==> src/local_binary_pattern_3x3_macros.svh <==
// Assertion macros for the 3x3 local binary pattern block.
// Used by the top level only; no other dependencies.
`ifndef LOCAL_BINARY_PATTERN_3X3_MACROS_SVH
`define LOCAL_BINARY_PATTERN_3X3_MACROS_SVH

// Same-cycle implication, disabled during reset.
`define LBP_ASSERT_SAME(label, clk, rst_n, ante, cons) \
    label: assert property (@(posedge clk) disable iff (!rst_n) (ante) |-> (cons)) \
        else $error("lbp3x3 same-cycle check failed");

// Next-cycle implication, disabled during reset.
`define LBP_ASSERT_NEXT(label, clk, rst_n, ante, cons) \
    label: assert property (@(posedge clk) disable iff (!rst_n) (ante) |=> (cons)) \
        else $error("lbp3x3 next-cycle check failed");

`endif

==> src/lbp3x3_pkg.sv <==
// Shared constants and types for the 3x3 local binary pattern block.
// No dependencies.
package lbp3x3_pkg;

    localparam int PIXEL_W       = 8;
    localparam int CODE_W        = 8;
    localparam int ROW_W         = 12;
    localparam int COL_W         = 11;
    localparam int CFG_WIDTH_W   = 12;
    localparam int CFG_HEIGHT_W  = 13;
    localparam int CFG_DATA_W    = 13;
    localparam int CFG_IDX_W     = 1;
    localparam int IN_TDATA_W    = 8;
    localparam int OUT_TDATA_W   = 32;

    localparam logic [CFG_IDX_W-1:0] REG_IMAGE_WIDTH  = 1'd0;
    localparam logic [CFG_IDX_W-1:0] REG_IMAGE_HEIGHT = 1'd1;

    localparam int WIDTH_RESET   = 640;
    localparam int HEIGHT_RESET  = 480;
    localparam int MIN_SIZE      = 3;
    localparam int MAX_HEIGHT    = 4096;
    localparam int MAX_WIDTH_DEF = 2048;

    localparam int FIFO_DEPTH    = 4;
    localparam int FIFO_CNT_W    = 3;

    typedef struct packed {
        logic             emit;
        logic             last;
        logic [ROW_W-1:0] row;
        logic [COL_W-1:0] col;
    } t_pos;

    typedef struct packed {
        logic              last;
        logic [COL_W-1:0]  col;
        logic [ROW_W-1:0]  row;
        logic [CODE_W-1:0] code;
    } t_result;

endpackage

==> src/lbp3x3_window.sv <==
// 3x3 sliding window and LBP code compare for the LBP block.
// Depends on lbp3x3_pkg.
module lbp3x3_window (
    input  logic                           i_clk,
    input  logic                           i_rst_n,
    input  logic                           i_valid,
    input  logic [lbp3x3_pkg::PIXEL_W-1:0] i_up,
    input  logic [lbp3x3_pkg::PIXEL_W-1:0] i_mid,
    input  logic [lbp3x3_pkg::PIXEL_W-1:0] i_px,
    input  lbp3x3_pkg::t_pos               i_pos,
    output logic                           o_push,
    output lbp3x3_pkg::t_result            o_result
);
    import lbp3x3_pkg::*;

    // index 3*row+col, row 0 on top, col 2 newest
    logic [PIXEL_W-1:0] r_win [9];
    logic [PIXEL_W-1:0] ct;

    always_ff @(posedge i_clk) begin
        if (!i_rst_n) begin
            for (int i = 0; i < 9; i++) begin
                r_win[i] <= '0;
            end
        end else if (i_valid) begin
            r_win[0] <= r_win[1];
            r_win[1] <= r_win[2];
            r_win[2] <= i_up;
            r_win[3] <= r_win[4];
            r_win[4] <= r_win[5];
            r_win[5] <= i_mid;
            r_win[6] <= r_win[7];
            r_win[7] <= r_win[8];
            r_win[8] <= i_px;
        end
    end

    // compare against the window as it stands after this shift
    always_comb begin
        ct = r_win[5];
        o_result.code[0] = ct > r_win[1];
        o_result.code[1] = ct > r_win[4];
        o_result.code[2] = ct > r_win[7];
        o_result.code[3] = ct > r_win[8];
        o_result.code[4] = ct > i_px;
        o_result.code[5] = ct > i_mid;
        o_result.code[6] = ct > i_up;
        o_result.code[7] = ct > r_win[2];
        o_result.row     = i_pos.row;
        o_result.col     = i_pos.col;
        o_result.last    = i_pos.last;
        o_push           = i_valid && i_pos.emit;
    end

endmodule

==> config.mk <==
export PLATFORM = sky130hd
export DESIGN_NAME = lbp3x3_window
export DESIGN_NICKNAME = d
export VERILOG_FILES = /design/src/local_binary_pattern_3x3_macros.svh /design/src/lbp3x3_pkg.sv /design/src/lbp3x3_window.sv
export SDC_FILE = /design/constraint.sdc
export NUM_CORES = 1
export LEC_CHECK = 0
export BUFFER_PORTS_ARGS = -buffer_cell sky130_fd_sc_hd__buf_2
export CAP_MARGIN = 20
export CORE_AREA = 2 2 94 96
export DETAILED_ROUTE_END_ITERATION = 10
export DIE_AREA = 0 0 96 98
export GPL_TIMING_DRIVEN = 0
export PLACE_DENSITY = 0.7
export SYNTH_ARGS = -nofsm -noshare
export SYNTH_HDL_FRONTEND = slang
export SYNTH_SLANG_ARGS = --single-unit
export TNS_END_PERCENT = 20
==> constraint.sdc <==
create_clock -name i_clk -period 4.01 [get_ports i_clk]
set_input_delay 0.401 -clock i_clk [delete_from_list [all_inputs] [get_ports i_clk]]
set_output_delay 0.401 -clock i_clk [all_outputs]
set_load 0.02 [all_outputs]
Word-level counts from Yosys, hierarchy flattened
Memories as Yosys holds them, arrays and structs flattened.
Cells that the tools add are included.
{"block": "op_classes", "order_cmp": 8, "n_mux": 13, "bitwise": 9, "n_reduce_logical": 1}
{"op": "two-way mux 8 bit", "n": 9}
{"op": "greater-than comparator 8 bit", "n": 8}
{"op": "OR 1 bit", "n": 9}
{"op": "two-way mux 1 bit", "n": 4}
{"op": "logical AND 1 bit", "n": 1}
{"block": "totals", "regBits": 0, "ram_bits": 72, "inputBits": 52, "elab_cells": 32, "mem_count": 1}
{"name": "r_win", "depth": 9, "width": 8, "read_ports": 6, "rd_clocked_by_memory_dff": 0, "wr": 9, "line_no": "lbp3x3_window.sv:17", "rtl": "logic [PIXEL_W-1:0] r_win [9];"}

Logic depth before layout (Yosys ltp)
Gate-level depths: netlist (run 1).
{"block": "depth", "depth_word": 4, "depth_mapped": 6, "depth_no_buf": 6}

Worst setup path after synthesis (run 1)
Ideal clock, no wire load.
{"block": "synth_path", "path_type": "in2reg", "from": "in i_valid", "to": "mem r_win[1][2], in the netlist r_win[0][10] (enable)", "setup_time_ps": 413, "t_arrival_ps": 1758, "required_ps": 3597, "path_slack_ps": 1839, "cell_stages": 2, "path_cell_list": "clkbuf_2 -> nand2b_1"}
{"item": "from (decl)", "line_no": "lbp3x3_window.sv:6", "rtl": "input logic i_valid,"}
{"item": "to (decl)", "line_no": "lbp3x3_window.sv:17"}

==> flow_metrics.env, run 1 <==
export IMPL_status="finished, final reports clean"
export IMPL_period_needed_ns=2.38
export IMPL_grt_pass1_vias=2465
export IMPL_num_vias=2622
export IMPL_ios=85
export IMPL_diodes=0
export IMPL_ys_seq_area_share_pct=39.5
export IMPL_cts_buffers=5
export IMPL_yosysUniqueCellTypes=18
export IMPL_yosys_area_top_type="edfxtp_1"
export IMPL_drtAntennaViolNets=0
export IMPL_synth_nets=457
export IMPL_p_leak_nw=2.15
export IMPL_drv_slew=0
export IMPL_multiInputGateArea_mm2=0.00176
export IMPL_yosysWarnings=0
export IMPL_setup_tns_ns=0
export IMPL_setup_violations=0
export IMPL_fmax_ghz=0.420
export IMPL_crit_slowest_cell="edfxtp_1"
export IMPL_min_from="i_mid[1]"
export IMPL_timing_max_cap_violations=0
export IMPL_root_buffer="clkbuf_8"
export IMPL_r2r_start="r_win[0][45]"
export IMPL_hold_depth=2
export IMPL_min_path_type="primary input to flip-flop"
export IMPL_grt_pass1_wl_um=11700
export IMPL_die_x_um=96
export IMPL_slowest_delay_ns=0.71
export IMPL_post_route_period_util_pct=59.3
export IMPL_fp_dieH_um=98
export IMPL_core_mm2=0.00847
export IMPL_postSynthCellCount=341
export IMPL_rrSetupSlack_ns=2.82
export IMPL_num_fill_cells=751
export IMPL_synthTopCellsByArea="edfxtp_1 (39%), ha_1 (22%), and3_1 (8.2%), inv_1 (5.9%), buf_4 (4.9%)"
export IMPL_io_buffers=58
export IMPL_critPathRequiredTime_ns=3.61
export IMPL_startpoint_type="flip-flop"
export IMPL_end_kind="output port"
export IMPL_grt_max_degree=26
export IMPL_largest_reg_flops=48
export IMPL_synth_most_common_cell="ha_1"
export IMPL_syn_to_final_growth_pct=14.4
export IMPL_synth_enable_flop_cells=48
export IMPL_syn_area_mm2=0.00365
export IMPL_cp_cell_sequence="ha_1 > a21oi_1 > o21ai_0 > o22a_1 > buf_2"
export IMPL_worst_setup_path_type="flip-flop to output port"
export IMPL_maxSlewHeadroom_pct=58.9
export IMPL_cts_tree="yes"
export IMPL_synth_async_reset_ratio_pct=0
export IMPL_critPathBufInv=1
export IMPL_cts_htree_levels=2
export IMPL_hold_violations=0
export IMPL_cts_setup_buffers=0
export IMPL_firstDrtPassIters=4
export IMPL_largestRegisters="r_win (48)"
export IMPL_synth_ff_type="edfxtp_1"
export IMPL_cts_clk_slew_worst_paths_ns=0.07
export IMPL_die_area_mm2=0.00941
export IMPL_power_density_mw_per_mm2=300
export IMPL_skew_ns=0.00694
export IMPL_rsz0062_at_grt="no"
export IMPL_floorplan_initialDensity_pct=43.1
export IMPL_gr_total_overflow=0
export IMPL_final_util_pct=49.3
export IMPL_ys_ff_latch=48
export IMPL_via_per_inst=5.11
export IMPL_ys_top_cells_by_count="ha_1 (64), inv_1 (57), and3_1 (48), edfxtp_1 (48)"
export IMPL_drive_above_1_share_pct=30.4
export IMPL_ctsResizeCount=0
export IMPL_dp_hpwl_um=5500
export IMPL_holdBufCountCts=0
export IMPL_gr_usage_all_layers_pct=15.9
export IMPL_wl_um=7040
export IMPL_synth_top_area_share_pct=39.5
export IMPL_hold_end="r_win[0][41]"
export IMPL_worst_path_max_fanout=9
export IMPL_fp_row_count=34
export IMPL_final_nets=523
export IMPL_ir_drop_uv=167
export IMPL_worstPathArrival_ns=1.98
export IMPL_register_area_mm2=0.00144
export IMPL_insertion_delay_ns=0.29
export IMPL_cts_buffer_depth=2
export IMPL_place_congestion=0.752
export IMPL_postSynthAreaPerCell_um2=10.7
export IMPL_worst_r2r_endpoint="r_win[0][37]"
export IMPL_worstMarginPinSlew_ns=0.616
export IMPL_antenna_found_initial=0
export IMPL_drt_iter0_drc=45
export IMPL_wire_per_inst_um=13.7
export IMPL_cp_top_family="flip-flops"
export IMPL_cts_num_sinks=48
export IMPL_drc=0
export IMPL_top_register="r_win"
export IMPL_reg2regPathDepth=1
==> metal layers <==
| layer | GRT usage, % | routed length (um) | up-vias |
|---|---|---|---|
| met3 | 1.23 | 305 | 12 |
| met5 | 0 | 0 | - |
| met2 | 27.5 | 3560 | 81 |
| met4 | 6.15 | 170 | 0 |
| li1 | - | - | 1338 |
| met1 | 20.4 | 3010 | 1191 |
==> worst max-delay path by stage <==
stage	from	endpoint	slack, ns	depth (start not counted)
6_report	r_win[0][47]	o_result[5]	1.63	5
3_3_place_gp	i_valid	r_win[0][60]	1.43	2
4_1_cts	r_win[0][41]	o_result[3]	1.62	6
2_1_floorplan	i_valid	r_win[0][10]	1.84	2
3_5_place_dp	r_win[0][47]	o_result[5]	1.95	5
5_1_grt	r_win[0][47]	o_result[1]	1.51	5
==> layout by cell type, fill, tap and decap left out, drive strengths merged, types with 8 or more instances in the layout <==
master / Yosys / layout
ha: 64 / 64
inv: 57 / 57
clkbuf: 4 / 9
nand4: 16 / 16
o22a: 8 / 8
edfxtp: 48 / 48
nand2: 8 / 8
and3: 48 / 48
a21oi: 32 / 32
nor2b: 8 / 8
o211ai: 8 / 8
buf: 30 / 89
o21ai: 8 / 8
==> area by class of cell <==
class	count	area share (%)
tap	108	3.24
inverter	57	5.12
sequential	48	34.5
buffer	34	5.81
timing repair buffer	59	7.61
clock buffer	5	1.65
multi-input combinational	202	42.1
==> power breakdown <==
group / internal, mW / switching [mW]
sequential: 0.592 / 0.0362
combinational: 0.177 / 0.204
clock: 0.112 / 0.132
==> cell families after synthesis <==
group                    share of synthesized area (%)
flip-flops                                        39.5
buffers and inverters                             12.5
AO/OA/AOI/OAI                                     11.0
adder cells (fa/ha/maj)                           21.9
AND/OR/NAND/NOR                                   15.1
==> per-stage QoR <==
stage | cells | cell area [um^2] | hold slack [ns] | setup slack, ns | power (mW)
2_1_floorplan | 341 | 3650 | 0.548 | 1.84 | 0.911
3_3_place_gp | 507 | 4080 | 0.555 | 1.43 | 1.00
3_5_place_dp | 508 | 4110 | 0.563 | 1.95 | 1.02
4_1_cts | 513 | 4180 | 0.417 | 1.62 | 1.26
5_1_grt | 513 | 4180 | 0.430 | 1.51 | 1.33
6_report | 513 | 4180 | 0.422 | 1.63 | 1.25
No activity file was read; power rests on OpenSTA's default activity.
==> inputs of run 2 (changes only) <==
--- a/config.mk
+++ b/config.mk
@@ -5,11 +5,12 @@
 export SDC_FILE = /design/constraint.sdc
 export NUM_CORES = 1
 export LEC_CHECK = 0
+export ABC_AREA = 1
 export BUFFER_PORTS_ARGS = -buffer_cell sky130_fd_sc_hd__buf_2
 export CAP_MARGIN = 20
-export CORE_AREA = 2 2 94 96
+export CORE_AREA = 2 2 95 97
 export DETAILED_ROUTE_END_ITERATION = 10
-export DIE_AREA = 0 0 96 98
+export DIE_AREA = 0 0 97 99
 export GPL_TIMING_DRIVEN = 0
 export PLACE_DENSITY = 0.7
 export SYNTH_ARGS = -nofsm -noshare
==> constraint.sdc (replaced) <==
create_clock -name i_clk -period 2.5 [get_ports i_clk]
set_input_delay 0.25 -clock i_clk [delete_from_list [all_inputs] [get_ports i_clk]]
set_output_delay 0.25 -clock i_clk [all_outputs]
set_load 0.02 [all_outputs]
==> flow_metrics.env, run 2 <==
export IMPL_layout_common_cells="inv_1 (95), nand2_1 (66), ha_1 (64)"
export IMPL_yosysWarnings=0
export IMPL_rsz0062_at_grt="no"
export IMPL_setup_tns_ns=0
export IMPL_worstMarginPinSlew_ns=0.523
export IMPL_num_vias=2799
export IMPL_synth_most_common_cell="inv_1"
export IMPL_seqPwrFrac_pct=48.9
export IMPL_startpoint_type="flip-flop"
export IMPL_end_kind="output port"
export IMPL_worst_setup_path_type="flip-flop to output port"
export IMPL_maxSlewHeadroom_pct=65.2
export IMPL_drv_slew=0
export IMPL_drc=0
export IMPL_whs_ns=0.272
export IMPL_synthTopCellsByArea="edfxtp_1 (38%), ha_1 (21%), inv_1 (9.5%), nand2_1 (6.7%), nor2_1 (6.0%)"
export IMPL_yosysUniqueCellTypes=13
export IMPL_io_buffers=60
export IMPL_gr_total_overflow=0
export IMPL_hold_violations=0
export IMPL_critPathBufInv=1
export IMPL_cts_buffer_depth=2
export IMPL_holdBufCountCts=0
export IMPL_die_area_mm2=0.00960
export IMPL_root_buffer="clkbuf_8"
export IMPL_fp_dieH_um=99
export IMPL_fp_row_count=34
export IMPL_drtAntennaViolNets=0
export IMPL_antenna_found_initial=0
export IMPL_cts_setup_buffers=0
export IMPL_synth_enable_flop_cells=48
export IMPL_power_density_mw_per_mm2=475
export IMPL_yosys_area_top_type="edfxtp_1"
export IMPL_placed_area_mm2=0.00422
export IMPL_cp_top_family="flip-flops"
export IMPL_wire_per_inst_um=11.8
export IMPL_cts_htree_levels=2
export IMPL_min_path_type="primary input to flip-flop"
export IMPL_top_register="r_win"
export IMPL_grt_pass1_wl_um=11700
export IMPL_stdcell_area_mm2=0.00430
export IMPL_p_int_mw=1.39
export IMPL_cp_cell_sequence="ha_1 > nand2_1 > nor2_1 > nand2_1 > a21oi_1 > buf_2"
export IMPL_synth_nets=539
export IMPL_p_leak_nw=2.27
export IMPL_worst_path_max_fanout=9
export IMPL_worstPathArrival_ns=2.02
export IMPL_syn_area_mm2=0.00376
export IMPL_via_per_inst=4.67
export IMPL_grt_max_degree=33
export IMPL_synth_async_reset_ratio_pct=0
export IMPL_timing_max_cap_violations=0
export IMPL_ys_ff_latch=48
export IMPL_cts_buffers=5
export IMPL_diodes=0
export IMPL_synth_ff_type="edfxtp_1"
export IMPL_ir_drop_uv=333
export IMPL_floorplan_initialDensity_pct=44.0
export IMPL_p_clk_share_pct=21.1
export IMPL_drt_iter0_drc=92
export IMPL_drive_above_1_share_pct=23.8
export IMPL_finalWorstSetupSlack_ns=0.235
export IMPL_insertion_delay_ns=0.29
export IMPL_critPathRequiredTime_ns=2.25
export IMPL_core_mm2=0.00855
export IMPL_comb_power_share_pct=29.9
export IMPL_gr_usage_all_layers_pct=15.0
export IMPL_cts_tree="yes"
export IMPL_ys_top_cells_by_count="inv_1 (95), nand2_1 (67), ha_1 (64), nor2_1 (60), edfxtp_1 (48)"
export IMPL_status="finished, final reports clean"
export IMPL_cts_num_sinks=48
export IMPL_syn_to_final_growth_pct=14.2
export IMPL_setup_violations=0
export IMPL_ctsResizeCount=0
export IMPL_final_util_pct=50.3
export IMPL_final_nets=607
export IMPL_ys_seq_area_share_pct=38.3
export IMPL_num_fill_cells=771
export IMPL_period_needed_ns=2.27
export IMPL_skew_ns=0.00493
export IMPL_postSynthAreaPerCell_um2=8.89
export IMPL_dp_hpwl_um=5490
export IMPL_switchingPower_uw=653
export IMPL_largest_reg_flops=48
export IMPL_grt_pass1_vias=2781
export IMPL_postSynthCellCount=423
export IMPL_crit_slowest_cell="edfxtp_1"
export IMPL_fmax_ghz=0.441
export IMPL_mostFrequentLayoutCell="inv_1"
export IMPL_post_route_period_util_pct=90.6
export IMPL_largestRegisters="r_win (48)"
export IMPL_ios=85
export IMPL_wl_um=7060
export IMPL_cts_clk_slew_worst_paths_ns=0.08
export IMPL_dp_slack_ns=0.541
export IMPL_firstDrtPassIters=4
export IMPL_place_congestion=0.759
export IMPL_cp_common_cell="nand2_1"
export IMPL_slowest_delay_ns=0.63
export IMPL_die_x_um=97
export IMPL_sw_frac_of_total_pct=32.0
export IMPL_synth_top_area_share_pct=38.3
==> run 2: changes by cell type in the layout (fill, tap and decap cells not counted), moves of 16 or more <==
cell,before,now
nand4_1,16,0
nor2_4,0,20
inv_1,57,95
nor2_1,0,60
and3_1,48,0
nand2_1,8,66
==> run 2: final cells by class <==
class                   instances  area, um^2  area share [%]
inverters                      95         357            8.30
plain buffers                  29         241            5.62
clock buffers                   6        72.6            1.69
repair buffers                 61         320            7.45
multi-input cells             251        1730            40.1
flip-flops and latches         48        1440            33.5
well taps                     108         135            3.14
clock inverters                 1        5.00           0.116
==> run 2: through the flow <==
step,std cells,total power [mW]
4_1_cts,599,2.06
6_report,599,2.04
5_1_grt,599,2.17
2_1_floorplan,423,1.45
3_3_place_gp,591,1.59
3_5_place_dp,592,1.63
==> run 2: cells by family after synthesis <==
kind of cell / share of synthesized area [%]
AND/OR/NAND/NOR: 19.7
buffers and inverters: 15.9
adder cells (fa/ha/maj): 21.3
flip-flops: 38.3
AO/OA/AOI/OAI: 4.79
==> run 2: final timing paths <==
check | cells after the start | slack [ns] | to | start
hold / removal | 3 | 0.27 | r_win[0][66] | i_px[2]
hold reg to reg | 2 | 0.57 | r_win[0][57] | r_win[0][65]
setup / recovery | 6 | 0.23 | o_result[3] | r_win[0][47]
setup reg to reg | 2 | 1.40 | r_win[0][39] | r_win[0][47]
==> run 2: worst reg2reg max path, cell delays in order, from the launching register on <==
cell and delay, ns:
edfxtp_1 0.63, inv_1 0.20, nor2_4 0.05
==> run 2: layer usage <==
metal | vias to the layer above | track usage, % | part of all wire (%)
met5 | - | 0 | 0
met4 | 0 | 4.66 | 1.9
met3 | 13 | 2.55 | 5.4
met2 | 92 | 29.5 | 51
met1 | 1254 | 16.3 | 41
li1 | 1440 | - | -
==> run 2: power by group through the flow <==
stage	logic, mW	registers [mW]	clock network [mW]
finish	0.611	0.998	0.432
global placement	0.574	1.01	0
global route	0.696	1.01	0.471
detailed placement	0.612	1.02	0
floorplan	0.453	0.994	0
CTS	0.618	0.999	0.440
