[src/local_binary_pattern_3x3_macros.svh]
// Assertion macros for the 3x3 local binary pattern block.
// Used by the top level only; no other dependencies.
`ifndef LOCAL_BINARY_PATTERN_3X3_MACROS_SVH
`define LOCAL_BINARY_PATTERN_3X3_MACROS_SVH

// Same-cycle implication, disabled during reset.
`define LBP_ASSERT_SAME(label, clk, rst_n, ante, cons) \
    label: assert property (@(posedge clk) disable iff (!rst_n) (ante) |-> (cons)) \
        else $error("lbp3x3 same-cycle check failed");

// Next-cycle implication, disabled during reset.
`define LBP_ASSERT_NEXT(label, clk, rst_n, ante, cons) \
    label: assert property (@(posedge clk) disable iff (!rst_n) (ante) |=> (cons)) \
        else $error("lbp3x3 next-cycle check failed");

`endif

[src/lbp3x3_pkg.sv]
// Shared constants and types for the 3x3 local binary pattern block.
// No dependencies.
package lbp3x3_pkg;

    localparam int PIXEL_W       = 8;
    localparam int CODE_W        = 8;
    localparam int ROW_W         = 12;
    localparam int COL_W         = 11;
    localparam int CFG_WIDTH_W   = 12;
    localparam int CFG_HEIGHT_W  = 13;
    localparam int CFG_DATA_W    = 13;
    localparam int CFG_IDX_W     = 1;
    localparam int IN_TDATA_W    = 8;
    localparam int OUT_TDATA_W   = 32;

    localparam logic [CFG_IDX_W-1:0] REG_IMAGE_WIDTH  = 1'd0;
    localparam logic [CFG_IDX_W-1:0] REG_IMAGE_HEIGHT = 1'd1;

    localparam int WIDTH_RESET   = 640;
    localparam int HEIGHT_RESET  = 480;
    localparam int MIN_SIZE      = 3;
    localparam int MAX_HEIGHT    = 4096;
    localparam int MAX_WIDTH_DEF = 2048;

    localparam int FIFO_DEPTH    = 4;
    localparam int FIFO_CNT_W    = 3;

    typedef struct packed {
        logic             emit;
        logic             last;
        logic [ROW_W-1:0] row;
        logic [COL_W-1:0] col;
    } t_pos;

    typedef struct packed {
        logic              last;
        logic [COL_W-1:0]  col;
        logic [ROW_W-1:0]  row;
        logic [CODE_W-1:0] code;
    } t_result;

endpackage

[src/lbp3x3_out_fifo.sv]
// Small result queue that parts the pipeline from the output handshake.
// Depends on lbp3x3_pkg.
module lbp3x3_out_fifo (
    input  logic                              i_clk,
    input  logic                              i_rst_n,
    input  logic                              i_push,
    input  lbp3x3_pkg::t_result               i_data,
    input  logic                              i_ready,
    output logic                              o_valid,
    output lbp3x3_pkg::t_result               o_data,
    output logic [lbp3x3_pkg::FIFO_CNT_W-1:0] o_count
);
    import lbp3x3_pkg::*;

    localparam int AW = $clog2(FIFO_DEPTH);

    t_result               r_buf [FIFO_DEPTH];
    logic [AW-1:0]         r_wptr, r_rptr;
    logic [FIFO_CNT_W-1:0] r_cnt;
    logic                  pop;

    assign pop = (r_cnt != '0) && i_ready;

    always_ff @(posedge i_clk) begin
        if (i_push) begin
            r_buf[r_wptr] <= i_data;
        end
    end

    always_ff @(posedge i_clk) begin
        if (!i_rst_n) begin
            r_wptr <= '0;
            r_rptr <= '0;
            r_cnt  <= '0;
        end else begin
            if (i_push) r_wptr <= r_wptr + AW'(1);
            if (pop)    r_rptr <= r_rptr + AW'(1);
            r_cnt <= r_cnt + FIFO_CNT_W'(i_push) - FIFO_CNT_W'(pop);
        end
    end

    assign o_valid = r_cnt != '0;
    assign o_data  = r_buf[r_rptr];
    assign o_count = r_cnt;

endmodule

[config.mk]
export PLATFORM = sky130hd
export DESIGN_NAME = lbp3x3_out_fifo
export DESIGN_NICKNAME = d
export VERILOG_FILES = /design/src/local_binary_pattern_3x3_macros.svh /design/src/lbp3x3_pkg.sv /design/src/lbp3x3_out_fifo.sv
export SDC_FILE = /design/constraint.sdc
export NUM_CORES = 1
export LEC_CHECK = 0
export CAP_MARGIN = 20
export CORE_UTILIZATION = 62
export DETAILED_ROUTE_END_ITERATION = 7
export DONT_BUFFER_PORTS = 1
export HOLD_SLACK_MARGIN = 0.12
export PLACE_DENSITY = 0.8
export SETUP_SLACK_MARGIN = 0.5
export SLEW_MARGIN = 15
export SYNTH_ARGS = -nofsm -noshare
export SYNTH_HDL_FRONTEND = slang
export SYNTH_SLANG_ARGS = --single-unit
[constraint.sdc]
create_clock -name i_clk -period 2.6 [get_ports i_clk]
set_input_delay 0.52 -clock i_clk [delete_from_list [all_inputs] [get_ports i_clk]]
set_output_delay 0.52 -clock i_clk [all_outputs]
set_load 0.02 [all_outputs]
* Word level (Yosys, flattened, before mapping) *
Memory sizes are Yosys's and may differ from the RTL's. A register that Yosys moved wholly into a read port is not among the register bits.
Index checks and enable logic that the tools add are counted.

word-level totals
  register bits = 7
  RAM bits = 128
  output and inout port bits = 36
  logic and storage cells = 14
  memories = 1

memory list
  name   words  bits a word  read ports  clocked after memory_dff  write ports  RTL line               source
  r_buf  4      32           1           1                         1            lbp3x3_out_fifo.sv:17  t_result r_buf [FIFO_DEPTH];

operators by class
  add/subtract/negate cells = 4
  muxes and demuxes = 4
  reductions and logical operators = 2

operator list
  operator                                      count
  adder 2 x 1 -> 2 bit (second input constant)  2
  two-way mux 2 bit                             2
  adder 3 x 1 -> 3 bit                          1
  nonzero test 3 bit                            1
  subtractor 3 x 1 -> 3 bit                     1
  two-way mux 1 bit                             2
  logical AND 1 bit                             1

* Logic depth before layout (Yosys ltp) *
Gate-level depths: netlist of the first run.

  depth in word-level cells = 4
  gate-level depth with buffers = 7
  gate-level depth less buffers = 7

* Worst setup path before layout of the first run *
No wires, ideal clock.

  path kind = reg2reg
  start point = register r_cnt[1], in the netlist o_count[1]
  end point = register r_cnt[2], in the netlist o_count[2]
  arrival time = 1910 ps
  required time = 2485 ps
  path slack = 575 ps
  cell stages (with the launch flop) = 8
  buffers on the path = 0
  cells stage by stage = dfxtp_1 o31a_1 ha_1 inv_1 ha_1 fa_1 xnor3_1 and2_1

on the way
  longest elaborated chain between the ends = 3
  elaborated cells on any way between the ends = 4
  those cells by class = add/sub: 2; reduce/logical: 2

RTL lines
  what                       RTL line               source
  from (decl)                lbp3x3_out_fifo.sv:19  logic [FIFO_CNT_W-1:0] r_cnt;
  from (signal assigned)     lbp3x3_out_fifo.sv:38  r_cnt <= r_cnt + FIFO_CNT_W'(i_push) - FIFO_CNT_W'(pop);
  nonzero test 3 bit         lbp3x3_out_fifo.sv:22  assign pop = (r_cnt != '0) && i_ready;
  logical AND 1 bit          lbp3x3_out_fifo.sv:22
  net pop                    lbp3x3_out_fifo.sv:20  logic pop;
  subtractor 3 x 1 -> 3 bit  lbp3x3_out_fifo.sv:38

The timed path passes the listed nets, and every way through them passes these cells.
A chain may end at the register's enable or synchronous reset.

==> summary.md, run 1 <==
| Metric | Value |
|---|---|
| Status | finished clean |
| Full die area | ~0.0086 mm2 |
| VDD IR max | between 600 and 700 uV |
| Share of the synthesized area in the top cell type | 74.96% |
| Cell Rows | 32 |
| Ys async rst share | 0% |
| Int Pwr | about 4.6 mW |
| Die Y | 92.94 um |
| Clock Sink Count | ~140 |
| Latest clock arrival within the worst-skew pair | around 0.51 ns |
| DRC Markers | 0 |
| Post-layout util | around four fifths |
| Net count after synthesis | roughly 250 |
| Slowest cell on the critical path | mux4_2 |
| Fin Clk Skew | roughly 0.0083 ns |
| Initial Utilization | between 60% and 70% |
| Synth cell types | 20 |
| Ant. Diodes | 0 |
| Most used DFF post-synth | edfxtp_1 |
| CP Data Required Time | roughly 2.1 ns |
| Die width | a little over 90 um |
| Routability cong. | around 0.65 |
| Net count reported at finish | approximately 310 |
| Placed Cells incl. Taps | just over 300 |
| Top-count cell post-synth | edfxtp_1 |
| Worst r2r src | o_count[2] |
| GRT Util Overall | around 25% |
| Largest net degree at the start of global routing | 33 |
| Sw Ratio | about a quarter |
| WL final | between 10,000 and 15,000 um |
| Overall power | around 6.2 mW |
| HPWL Detailed | about 4800 um |
| Pwr dens | roughly 1000 mW/mm2 |
| Via count | approximately 2,300 |
| Psw | around 1.6 mW |
| Root Driver | clkbuf_8 |
| I/O Buffers | 0 |
| GRT overflow | 0 |
| Worst-path clk slew | roughly 0.060 ns |
| Starting DRT DRC Count | between 200 and 250 |
| Hold wc startpoint | i_rst_n |
| Leak | between 2 and 2.5 nW |
| Min Clock Period, post-route | 2.285 ns |
| Pins Over Slew Limit | 0 |
| Synth Cell Area | about 0.005 mm2 |
| Vias per cell | slightly above 6 |
| Fillcell total | between 400 and 500 |
| HP Class | in2reg |
| Hold path depth | 1 |
| Initial antenna violation count | 0 |
| Gate power share | a little under a fifth |
| Number of synthesized register bits | between 100 and 150 |
| Post-synth EDFFs | about 130 |
| Sequential cell area fraction in the yosys report | slightly below 80% |
| Syn Area/Cell | approximately 24 um2 |
| Depth of the CTS H-tree | 4 |
| Design area | 0.006259 mm2 |
| Max_cap viols | 0 |
| Number of global-route vias before repair | around 2,500 |
| Global-route wire length before repair | 14,720 um |
| Worst Tran Pin Value | approximately 0.86 ns |
| Final Hold Vio Count | 0 |
| Slew headroom | between 40% and 50% |
| Post-Syn Instances | roughly 210 |
| Kind of critical path | reg2out |
| DP Area | 0.005239 mm2 |
| Final worst path period share | slightly below 90% |
| Ys Warns | 0 |
| Detailed Routing Iterations Pass 1 | 5 |
| Reg area | between 0.004 and 0.005 mm2 |
| Worst r2r dst | o_count[2] |
| WP data arrival | roughly 1.8 ns |
| Leading area contributor after synthesis | edfxtp_1 |
| Cell Chain, Critical Path | clkbuf_16 -> mux4_2 |
| Non-filler instance count after layout | 380 |
| Fin worst setup slack | approximately 0.32 ns |
| Crit path buffers/inverters | 1 |
| Crit-path max cell delay | about 0.60 ns |
| Max Fclk | between 0.4 and 0.5 GHz |
| Num CTS Buffers | 17 |
| Core ar. | a little under 0.008 mm2 |
| Area contributors post-synth | edfxtp_1, mux4_2, dfxtp_1 |
| R2R setup slack | between 0.5 and 0.6 ns |
| Reg2Reg Depth | 7 |
| CP endpoint kind | primary output |
| Pre-CTS WS | 0.4457 ns |
| Ratio of cells with drive above 1 in the final layout | between 20% and 30% |
| Post-DRT Antenna Nets | 0 |
| Mean routed wirelength per cell | 26.97 um |
| Most frequent cells after synthesis | edfxtp_1, mux4_2, dfxtp_1 |
| RSZ-0062 raised after global routing | yes |
| I/O Pins | between 70 and 80 |
| CTS Buffer Depth | 2 |
| Flop pwr share | around 44% |
| Area taken by multi-input logic gates | approximately 990 um2 |
| Setup TNS | 0 ns |
| Family with the most delay on the worst path | multiplexers |
| Layout area overhead | 22.06% |
| Endpoints failing setup | 0 |
| Clock power frac | a little under two fifths |
| WHS Endpoint | o_count[0] |
| CP startpoint kind | register |
| Fin Hold WS | ~0.15 ns |
| CTS tree | done |
| CP max FO | 8 |
[state kept, by name (all words and copies together) (netlist names), named ones only]
register	count
r_buf	128
o_count	3
r_rptr	2
r_wptr	2
[cells by family after synthesis]
group / share of synthesized area [%]
flip-flops: 78.48
multiplexers: 14.98
AND/OR/NAND/NOR: 1.611
buffers and inverters: 2.123
adder cells (fa/ha/maj): 1.855
AO/OA/AOI/OAI: 0.3417
XOR/XNOR: 0.6101
[repair_timing]
| action | 4_1_cts | 5_1_grt |
|---|---|---|
| setup endpoints to repair | 33 | 33 |
| hold buffers | 33 | 0 |
| endpoints found under the hold margin | 129 | 0 |
| resized for setup | 8 | 5 |
| cloned | 2 | 1 |
| pin swaps | 1 | 2 |
| buffers inserted | 1 | 0 |
[worst max-delay path by stage]
stage,endpoint,startpoint,slack (ns),cells after the start
6_report,o_data[27],register,0.32,2
5_1_grt,o_data[27],register,0.28,2
4_1_cts,o_data[0],register,0.30,2
3_5_place_dp,o_count[2],o_count[1],0.45,7
3_3_place_gp,o_count[2],o_count[1],0.55,7
2_1_floorplan,o_count[2],o_count[1],0.57,7
[cell usage in the layout (no fill, tap or decap), types with 4 or more instances in the layout]
cell and instances:
clkbuf_16 17, buf_4 4, and2_1 4, dlygate4sd3_1 33, mux2i_1 4, ha_1 6, and2_2 4, edfxtp_1 128
clkinvlp_4 4, dfxtp_1 4, dfxtp_4 5, inv_1 6, mux4_2 32
[power groups by stage]
stage                     clock, mW  combinational (mW)  sequential [mW]
after CTS                      2.38                1.10             2.68
after detailed placement          0               0.945             2.70
after global placement            0               0.907             2.69
final                          2.38                1.13             2.70
after floorplan                   0               0.882             2.66
after global routing           2.48                1.20             2.71
[final cells by class]
| cell class | count | area share (%) |
|---|---|---|
| multi-input combinational | 61 | 15.89 |
| timing repair buffer | 42 | 7.677 |
| tap | 102 | 2.039 |
| inverter | 6 | 0.3599 |
| clock inverter | 14 | 2.759 |
| sequential | 137 | 64.59 |
| clock buffer | 18 | 6.677 |
[worst reg2reg max path, cell delays in order (launching register included)]
cell	delay, ns
dfxtp_4	0.38
o31a_1	0.33
ha_1	0.30
inv_1	0.04
ha_1	0.19
fa_2	0.33
xnor3_1	0.17
and2_1	0.16
[metal layers]
metal	GRT usage (%)	wire length, um	vias up
li1	-	-	993
met1	31.23	3977	1205
met2	43.01	5519	106
met3	5.911	614	11
met4	10.38	138	0
met5	0	0	-
No activity file was read; power rests on OpenSTA's default activity.
==> run 2, diff against run 1 <==
--- a/config.mk
+++ b/config.mk
@@ -9,6 +9,7 @@
 export CORE_UTILIZATION = 62
 export DETAILED_ROUTE_END_ITERATION = 7
 export DONT_BUFFER_PORTS = 1
+export GPL_TIMING_DRIVEN = 0
 export HOLD_SLACK_MARGIN = 0.12
 export PLACE_DENSITY = 0.8
 export SETUP_SLACK_MARGIN = 0.5
==> run 2 against run 1 <==
Worst hold slack improved by 0.015 ns. Sequential power is 2% lower. Critical path depth is 1 higher. Maximum frequency is 2.1% higher. Power fell by 2.4%. Largest cell class unchanged. Sequential cell count unchanged. Largest power group unchanged. Non-clock buffer count up 5. Highest routed layer unchanged.
==> summary.md, run 2 (synthesis results as in run 1) <==
| Metric | Value |
|---|---|
| Status | finished clean |
| WL final | 8471 um (-17%) |
| Die width | 92.94 um (unchanged) |
| Max Fclk | 0.4470 GHz (+2.1%) |
| Net count reported at finish | 313 (+1.6%) |
| Detailed Routing Iterations Pass 1 | 4 (-1) |
| Layout area overhead | 22.52% |
| Setup TNS | 0 ns (unchanged) |
| CTS tree | done |
| Pins Over Slew Limit | 0 (unchanged) |
| Full die area | 0.008638 mm2 (unchanged) |
| Worst Tran Pin Value | 0.5417 ns (-0.3202 ns) |
| Placed Cells incl. Taps | 317 (+1.9%) |
| Initial Utilization | 65.34% (unchanged) |
| Cell Rows | 32 (unchanged) |
| Slew headroom | 63.43% (+21 points) |
| Mean routed wirelength per cell | 22.06 um (-18%) |
| Psw | 1.527 mW (-7.2%) |
| GRT Util Overall | 22.29% (-2.9 points) |
| Depth of the CTS H-tree | 4 (unchanged) |
| Non-filler instance count after layout | 384 (+1.1%) |
| CTS Buffer Depth | 2 (unchanged) |
| HP Class | in2reg |
| Post-DRT Antenna Nets | 0 (unchanged) |
| I/O Buffers | 0 (unchanged) |
| Crit-path max cell delay | 0.60 ns (about the same) |
| GRT overflow | 0 (unchanged) |
| Core ar. | 0.007848 mm2 (unchanged) |
| Via count | 2,237 (-3.4%) |
| Max_cap viols | 0 (unchanged) |
| Clock Sink Count | 137 (unchanged) |
| Post-layout util | 80.05% (+0.30 points) |
| Flop pwr share | 43.7% (+0.2 points) |
| CP Data Required Time | 2.08 ns (about the same) |
| Int Pwr | 4.527 mW (-0.74%) |
| CP endpoint kind | primary output |
| I/O Pins | 72 (unchanged) |
| Root Driver | clkbuf_8 |
| Global-route wire length before repair | 13,260 um (-9.9%) |
| Ratio of cells with drive above 1 in the final layout | 29.43% (+0.30 points) |
| Latest clock arrival within the worst-skew pair | 0.51 ns (about the same) |
| Routability cong. | 0.6476 (-0.64%) |
| Commonest non-fill, non-tap cell in the layout | edfxtp_1 |
| Min Clock Period, post-route | 2.237 ns (-0.04731 ns) |
| Ant. Diodes | 0 (unchanged) |
| Kind of critical path | reg2out |
| Number of global-route vias before repair | 2,532 (+2.0%) |
| Overall power | 6.055 mW (-2.4%) |
| Leak | 2.092 nW (+1.5%) |
| Worst-path clk slew | 0.06 ns (about the same) |
| RSZ-0062 raised after global routing | yes |
| Final worst path period share | 86.05% (-1.8 points) |
| Fin Clk Skew | 0.003831 ns (-0.004517 ns) |
| Biggest register | r_buf |
| Starting DRT DRC Count | 106 (-52%) |
| WP data arrival | 1.72 ns (-0.04 ns) |
| Slowest cell on the critical path | mux4_2 |
| DRC Markers | 0 (unchanged) |
| Final Hold Vio Count | 0 (unchanged) |
| Vias per cell | 5.826 (-4.4%) |
| Largest net degree at the start of global routing | 27 (-18%) |
| Die Y | 92.94 um (unchanged) |
| CP startpoint kind | register |
| Gate power share | 18.6% (+0.4 points) |
| Num CTS Buffers | 17 (unchanged) |
| Initial antenna violation count | 0 (unchanged) |
| Clock power frac | 37.7% (-0.6 points) |
| Endpoints failing setup | 0 (unchanged) |
| Commonest cells after routing, fill and taps aside | edfxtp_1, dlygate4sd3_1, mux4_2, clkbuf_16 |
| VDD IR max | 582.7 uV (-13%) |
| R2R setup slack | 0.60 ns (about the same) |
| Sw Ratio | 25.23% (-1.3 points) |
| Number of flip-flops in the largest register | 128 (unchanged) |
| CP max FO | 10 (+2) |
| Cell Chain, Critical Path | buf_6 -> buf_12 -> mux4_2 |
| Pwr dens | 963.8 mW/mm2 (-2.8%) |
| HPWL Detailed | 5049 um (+5.8%) |
[run 2: cell count changes in the layout (fill, tap and decap cells not counted)]
cell	before	now
clkinv_2	1	3
clkbuf_16	17	16
clkinvlp_4	4	2
dfxtp_1	4	5
buf_4	4	3
inv_6	3	1
buf_6	0	1
dfxtp_4	5	1
buf_12	2	5
clkinv_1	1	2
buf_2	0	3
dfxtp_2	0	3
[run 2: final timing paths]
path | from | end | depth (start not counted)
worst min register to register | r_rptr[0] | register | 2
worst min-delay path | i_rst_n | r_wptr[1] | 1
worst max-delay path | register | o_data[3] | 3
worst max register to register | o_count[2] | o_count[2] | 7
[run 2: per-layer routing]
metal / routed length (um) / track usage [%] / vias up
li1: - / - / 998
met1: 3319 / 25.56 / 1160
met2: 4576 / 38.48 / 69
met3: 459 / 7.718 / 10
met4: 114 / 8.718 / 0
met5: 0 / 0 / -
[run 2: cell type report]
type                            instances  area, um2
Sequential cell                       137       4031
Fill cell                             419       1565
Multi-Input combinational cell         61      994.7
Timing Repair Buffer                   40      447.9
Clock buffer                           18      417.9
Clock inverter                         13      153.9
Tap cell                              102      127.6
Buffer                                  7      86.33
Inverter                                6      22.52
[run 2: worst max-delay path: cells and delay by family (launching register included)]
kind,cells,cell delay [ns]
multiplexers,1,0.60
flip-flops,1,0.32
buffers and inverters,2,0.28
[run 2: power groups by stage]
stage | logic, mW | registers (mW) | clock network, mW
2_1_floorplan | 0.882 | 2.66 | 0
3_3_place_gp | 1.00 | 2.68 | 0
3_5_place_dp | 1.05 | 2.68 | 0
4_1_cts | 1.14 | 2.64 | 2.32
5_1_grt | 1.20 | 2.66 | 2.40
6_report | 1.13 | 2.64 | 2.28
[run 2: per-stage QoR]
step	hold WS (ns)	setup slack, ns	instance area, um2
2_1_floorplan	0.4489	0.5747	5127
3_3_place_gp	0.4650	0.3311	5255
3_5_place_dp	0.4859	0.4233	5355
4_1_cts	0.1418	0.3315	6277
5_1_grt	0.1434	0.3026	6282
6_report	0.1602	0.3627	6282
[run 2: what timing repair did]
| action | in CTS | in global routing |
|---|---|---|
| hold endpoints to repair | 132 | 0 |
| pin swaps | 1 | 0 |
| setup endpoints to repair | 33 | 33 |
| setup buffers | 3 | 0 |
| hold buffers | 33 | 0 |
| gates resized for setup | 6 | 2 |
